### config.mk
export PLATFORM = sky130hd
export DESIGN_NAME = jhs_sweep_seq
export DESIGN_NICKNAME = d
export VERILOG_FILES = /design/src/design/jhs_pkg.sv /design/src/design/jhs_sweep_seq.sv
export SDC_FILE = /design/constraint.sdc
export NUM_CORES = 1
export LEC_CHECK = 0
export CELL_PAD_IN_SITES_DETAIL_PLACEMENT = 0
export CELL_PAD_IN_SITES_GLOBAL_PLACEMENT = 1
export CORE_ASPECT_RATIO = 0.6
export CORE_MARGIN = 2
export CORE_UTILIZATION = 50
export CTS_BUF_LIST = sky130_fd_sc_hd__clkbuf_8
export CTS_CLUSTER_SIZE = 28
export DETAILED_ROUTE_END_ITERATION = 6
export DONT_BUFFER_PORTS = 1
export GPL_TIMING_DRIVEN = 0
export PLACE_DENSITY = 0.9
export SYNTH_ARGS = -nofsm -noshare
export SYNTH_HDL_FRONTEND = slang
export SYNTH_SLANG_ARGS = --single-unit
### constraint.sdc
create_clock -name clock -period 5.3 [get_ports clock]
set_clock_uncertainty 0.05 [all_clocks]
set_input_delay 0.795 -clock clock [delete_from_list [all_inputs] [get_ports clock]]
set_output_delay 0.795 -clock clock [all_outputs]
set_load 0.03 [all_outputs]
### src/design/jhs_pkg.sv
// shared types and constants of the jacobi heat stencil core
// no dependencies
`timescale 1ns / 1ps
`default_nettype none

package jhs_pkg;

   localparam int MAX_SIDE_DEF = 128;

   localparam int CMD_W   = 2;
   localparam int COORD_W = 7;
   localparam int TEMP_W  = 16;
   localparam int SWEEP_W = 16;
   localparam int GRID_W  = 8;
   localparam int SUM_W   = TEMP_W + 2;

   localparam int CSR_IDX_W  = 1;
   localparam int CSR_DATA_W = 16;

   localparam logic [CSR_IDX_W-1:0] CSR_SWEEP_COUNT = 1'b0;
   localparam logic [CSR_IDX_W-1:0] CSR_GRID_SIZE   = 1'b1;

   localparam logic [SWEEP_W-1:0] SWEEP_COUNT_RST = 16'd1;
   localparam logic [GRID_W-1:0]  GRID_SIZE_RST   = 8'd100;

   typedef enum logic [CMD_W-1:0] {
      CMD_WRITE = 2'd0,
      CMD_RUN   = 2'd1,
      CMD_READ  = 2'd2
   } cmd_type;

   typedef enum logic [3:0] {
      ST_IDLE  = 4'b0001,
      ST_NEXT  = 4'b0010,
      ST_SWEEP = 4'b0100,
      ST_DRAIN = 4'b1000
   } seq_state_type;

   // sequencer status toward the top level
   typedef struct packed {
      logic busy;
      logic done;
      logic half;
      logic rd_en;
      logic wr_en;
   } seq_status_type;

endpackage

`default_nettype wire

### src/design/jhs_sweep_seq.sv
// sweep sequencer: walks interior cells, reads four neighbors, writes the average
// depends on jhs_pkg
`timescale 1ns / 1ps
`default_nettype none

module jhs_sweep_seq #(
   parameter int MAX_SIDE = jhs_pkg::MAX_SIDE_DEF
) (
   input  wire logic                                        clock,
   input  wire logic                                        reset,
   input  wire logic                                        run_start,
   input  wire logic [jhs_pkg::SWEEP_W-1:0]                 sweep_count,
   input  wire logic [((($clog2(MAX_SIDE)+1) > jhs_pkg::GRID_W) ?
                       ($clog2(MAX_SIDE)+1) : jhs_pkg::GRID_W)-1:0] side,
   input  wire logic [jhs_pkg::TEMP_W-1:0]                  src_data,
   output jhs_pkg::seq_status_type                          status,
   output logic      [2*$clog2(MAX_SIDE)-1:0]               rd_addr,
   output logic      [2*$clog2(MAX_SIDE)-1:0]               wr_addr,
   output logic      [jhs_pkg::TEMP_W-1:0]                  wr_data
);

   import jhs_pkg::*;

   localparam int CW = $clog2(MAX_SIDE);
   localparam int AW = 2 * CW;
   localparam int SW = ((CW + 1) > GRID_W) ? (CW + 1) : GRID_W;

   localparam logic [1:0] PH_NORTH = 2'd0;
   localparam logic [1:0] PH_SOUTH = 2'd1;
   localparam logic [1:0] PH_WEST  = 2'd2;
   localparam logic [1:0] PH_EAST  = 2'd3;

   seq_state_type      state_ff, state_in;
   logic [SWEEP_W-1:0] left_ff, left_in;
   logic [CW-1:0]      row_ff, row_in;
   logic [CW-1:0]      col_ff, col_in;
   logic [1:0]         phase_ff, phase_in;
   logic               half_ff, half_in;
   logic               done_ff, done_in;

   // read data pipeline
   logic               rv_ff, rfirst_ff, rlast_ff;
   logic [AW-1:0]      wb_addr_ff;
   logic [SUM_W-1:0]   acc_ff, acc_in, sum;

   logic [SW-1:0]      side_m2;
   logic               col_end, row_end;
   logic [CW-1:0]      ar, ac;

   assign side_m2 = side - SW'(2);
   assign col_end = (SW'(col_ff) == side_m2);
   assign row_end = (SW'(row_ff) == side_m2);

   always_comb begin
      ar = row_ff;
      ac = col_ff;
      case (phase_ff)
         PH_NORTH: ar = row_ff - CW'(1);
         PH_SOUTH: ar = row_ff + CW'(1);
         PH_WEST:  ac = col_ff - CW'(1);
         PH_EAST:  ac = col_ff + CW'(1);
         default:  ar = row_ff;
      endcase
   end

   assign rd_addr = {ar, ac};

   always_comb begin
      state_in = state_ff;
      left_in  = left_ff;
      row_in   = row_ff;
      col_in   = col_ff;
      phase_in = phase_ff;
      half_in  = half_ff;
      done_in  = 1'b0;
      case (state_ff)
         ST_IDLE: begin
            if (run_start) begin
               left_in  = sweep_count;
               state_in = ST_NEXT;
            end
         end
         ST_NEXT: begin
            if (left_ff == '0) begin
               done_in  = 1'b1;
               state_in = ST_IDLE;
            end else begin
               left_in = left_ff - SWEEP_W'(1);
               if (side >= SW'(3)) begin
                  row_in   = CW'(1);
                  col_in   = CW'(1);
                  phase_in = PH_NORTH;
                  state_in = ST_SWEEP;
               end else begin
                  // no interior cells, the grid still changes halves
                  half_in = ~half_ff;
               end
            end
         end
         ST_SWEEP: begin
            phase_in = phase_ff + 2'd1;
            if (phase_ff == PH_EAST) begin
               if (col_end) begin
                  col_in = CW'(1);
                  row_in = row_ff + CW'(1);
                  if (row_end) begin
                     state_in = ST_DRAIN;
                  end
               end else begin
                  col_in = col_ff + CW'(1);
               end
            end
         end
         ST_DRAIN: begin
            // last write-back lands this cycle
            half_in  = ~half_ff;
            state_in = ST_NEXT;
         end
         default: state_in = ST_IDLE;
      endcase
   end

   assign sum     = acc_ff + SUM_W'(src_data);
   assign acc_in  = rfirst_ff ? SUM_W'(src_data) : sum;
   assign wr_data = sum[SUM_W-1:2];
   assign wr_addr = wb_addr_ff;

   always_ff @(posedge clock) begin
      if (reset) begin
         state_ff  <= ST_IDLE;
         left_ff   <= '0;
         row_ff    <= '0;
         col_ff    <= '0;
         phase_ff  <= PH_NORTH;
         half_ff   <= 1'b0;
         done_ff   <= 1'b0;
         rv_ff     <= 1'b0;
         rfirst_ff <= 1'b0;
         rlast_ff  <= 1'b0;
      end else begin
         state_ff  <= state_in;
         left_ff   <= left_in;
         row_ff    <= row_in;
         col_ff    <= col_in;
         phase_ff  <= phase_in;
         half_ff   <= half_in;
         done_ff   <= done_in;
         rv_ff     <= (state_ff == ST_SWEEP);
         rfirst_ff <= (phase_ff == PH_NORTH);
         rlast_ff  <= (phase_ff == PH_EAST);
      end
   end

   always_ff @(posedge clock) begin
      if (rv_ff) begin
         acc_ff <= acc_in;
      end
      if (state_ff == ST_SWEEP && phase_ff == PH_EAST) begin
         wb_addr_ff <= {row_ff, col_ff};
      end
   end

   assign status.busy  = (state_ff != ST_IDLE);
   assign status.done  = done_ff;
   assign status.half  = half_ff;
   assign status.rd_en = (state_ff == ST_SWEEP);
   assign status.wr_en = rv_ff & rlast_ff;

endmodule

`default_nettype wire

==> impl_metrics.toml <==
[global_route]
grt_max_degree = 20
globalRouteTotalUtil = 0.2397
grt.met3_usage = 0.07179
antenna_found_initial = 0
grt_pass1_vias = 3878
grt_pass1_wl_um = 20320
grtUsageMet1 = 0.3647
grt_util_met2 = 0.3238
overflow = 0
grt_busiest_layer = "met1"

[setup_path]
critPathCaptureType = "output pin"
r2r_setup_slack_ns = 1.86
crit_arrival_ns = 2.94
critPathMaxStageDelay_ns = 0.65
crit_path_start_kind = "primary input"
reg2reg_depth = 9
cp_slowest_cell = "xnor2_1"
cp_cell_sequence = "ha_1, clkbuf_1, nand2_1, nor3_1, nand3_1, a41oi_1, a31oi_1, xnor2_1"
cp_data_required_time_ns = 4.45
worstReg2RegStart = "state_ff[2]"
r2r_end = "row_ff[3]"
worst-setup-path-type = "in -> out"
worstPathMaxFanout = 7

[timing]
rsz0062_at_grt = "no"
maxSlewViolCount = 0
tightest_slew_ns = 1.040
slew_headroom = 0.3007
setup_viol = 0
max_freq_ghz = 0.2644
finalCriticalPeriod_ns = 3.782
setup_slack_ns = 1.518
tns_ns = 0
hold_violations = 0
min_period_over_period = 0.7137

[die]
dieWidth_um = 132.6
dieArea_um2 = 10760
rows = 28
fp.dieH_um = 81.17
start_util = 0.5095
core_um2 = 9739
io_pins = 92

[logic_synthesis]
synth_edf_count = 32
synth_cells = 562
syn_nets = 632
ys_warn_count = 0
syn_area_um2 = 4962
ys.flop_type = "dfxtp_1"
yosys.cell_types.count = 64
yosysTopAreaCellShare = 0.1936
synth_commonest_cells = "nor2_1, a21oi_1, dfxtp_1, nand2_1, edfxtp_1"
syn_avg_cell_area_um2 = 8.830
synth_area_leader_cell = "edfxtp_1"
netlist_top_cells_area = "edfxtp_1, dfxtp_1, ha_1"
ys_ff_latch = 73
synth_seq_area_share = 0.3591
async_reset_ff_frac = 0
yosys.cell_count.top_type = "nor2_1"

[finish]
drive_gt1_frac = 0.09154
area_delta_synth_final_pct = 7.690
insertedDiodeCount = 0
finalNetCount = 644

[min_path]
hold_path_class = "reg -> reg"
hold_start = "row_ff[5]"
hold_end = "wr_addr[12]"
whs_path_depth = 0

[pwr]
p_leak_nw = 1.994
p_per_area_nw_per_um2 = 243.3
peakVddDrop_uv = 126.4
power.total_w = 0.001300

[clock_tree]
hold_buffers = 0
cts_root_buffer = "clkbuf_8"
post-cts-setup-buffers = 0
cts_tree = "done"
cts_buffer_depth = 2
cts.sinks = 73
cts.clk_slew.worst_paths_ns = 0.09
cts_made_buffers = 9
clk-insertion-delay-late_ns = 0.37
ctsResizeCount = 0
cts_htree_levels = 3

[flow_run]
maxCapViolCount = 0

[placement]
gp_congestion = 0.8810
portBuffers = 0
dp_slack_ns = 1.530
detailed_place_hpwl_um = 9617

[route]
wirelength_um = 12730
routedWlPerCell_um = 17.83
via_count = 4397
first_iter_violations = 342
drtAntennaViolNets = 0
drtPass1Iterations = 5
routed_via_density = 6.158
drc_errors = 0

[outcome]
outcome = "complete, no violations"
==> sequential cells by signal, indices dropped and copies added (netlist names) <==
signal	flops
acc_ff	18
col_ff	7
done_ff	1
half_ff	1
left_ff	16
phase_ff	2
rfirst_ff	1
rlast_ff	1
row_ff	7
rv_ff	1
state_ff	4
wr_addr	14
==> critical path, delay by kind of cell <==
family          cells  cell delay (ns)
buf+inv             1             0.26
simple gates        3             0.54
compound gates      2             0.44
fa+ha+maj           1             0.26
xor+xnor            1             0.65
==> per-stage QoR <==
step	cell area [um2]	instances	util	hold WS, ns
after global routing	5344	714	0.5487	0.3778
after floorplan	4962	562	-	0.3564
after detailed placement	5149	698	0.5286	0.3669
final	5344	714	0.5487	0.3806
after global placement	5131	697	0.5269	0.3630
after CTS	5344	714	0.5487	0.3823
==> report_power, final <==
part / total (W) / switching [W] / internal (W)
Clock: 0.000452 / 0.000235 / 0.000216
Sequential: 0.000616 / 0.0000163 / 0.000600
Combinational: 0.000232 / 0.000144 / 0.0000886
Total: 0.00130 / 0.000395 / 0.000905
==> area by class of cell <==
type / count / area (um2)
flip-flops and latches: 73 / 1782
clock inverters: 7 / 71.32
well taps: 135 / 168.9
fillers: 920 / 4395
repair buffers: 1 / 11.26
inverters: 22 / 82.58
clock buffers: 9 / 123.9
plain buffers: 32 / 145.1
multi-input cells: 435 / 2959
==> cell usage in the layout (no fill, tap or decap), drive strengths merged, types with 3 or more instances in the layout <==
cell      synthesis  routed
o31ai             6       6
a211oi           12      12
a21o             11      11
and3              4       4
inv              21      21
o21ai            33      33
ha               26      26
or3               6       6
nand2b            4       4
buf               6       7
dfxtp            41      41
a22oi            12      12
nand3            19      19
nor3b             5       5
nor2b             8       8
clkbuf           26      35
and4              4       4
xnor2            24      24
a221oi            5       5
a22o              6       6
or4               7       7
edfxtp           32      32
o21bai            5       5
o22ai             9       9
a21oi            41      41
clkinv            1       4
nand4             6       6
mux2             16      16
xor2             13      13
nor4              6       6
a31oi             3       3
nor3             16      16
nor2             58      58
nand2            38      38
clkinvlp          0       3
==> per-layer routing <==
metal,share of wire,vias to the layer above,wire length [um]
li1,-,2106,-
met1,0.50,2093,6403
met2,0.40,185,5062
met3,0.090,13,1141
met4,0.010,0,127
met5,0,-,0
==> kinds of logic after synthesis <==
kind of cell,Yosys count,synth area share
AO/OA/AOI/OAI,157,0.2078
adder cells (fa/ha/maj),27,0.06959
XOR/XNOR,40,0.07917
flip-flops,73,0.3591
AND/OR/NAND/NOR,195,0.2022
buffers and inverters,54,0.04589
multiplexers,16,0.03631
==> worst max-delay path by stage <==
stage                   to  cells past startpoint         from  slack (ns)
5_1_grt        wr_data[15]                      8    acc_ff[6]        1.28
2_1_floorplan  wr_data[12]                      8  src_data[0]        1.83
3_5_place_dp   wr_data[15]                      8  src_data[6]        1.53
3_3_place_gp     row_ff[3]                      8  state_ff[1]        1.52
4_1_cts        wr_data[15]                      8    acc_ff[6]        1.52
6_report       wr_data[15]                      8  src_data[6]        1.52
Note: power is estimated with default switching activity, not from simulation.
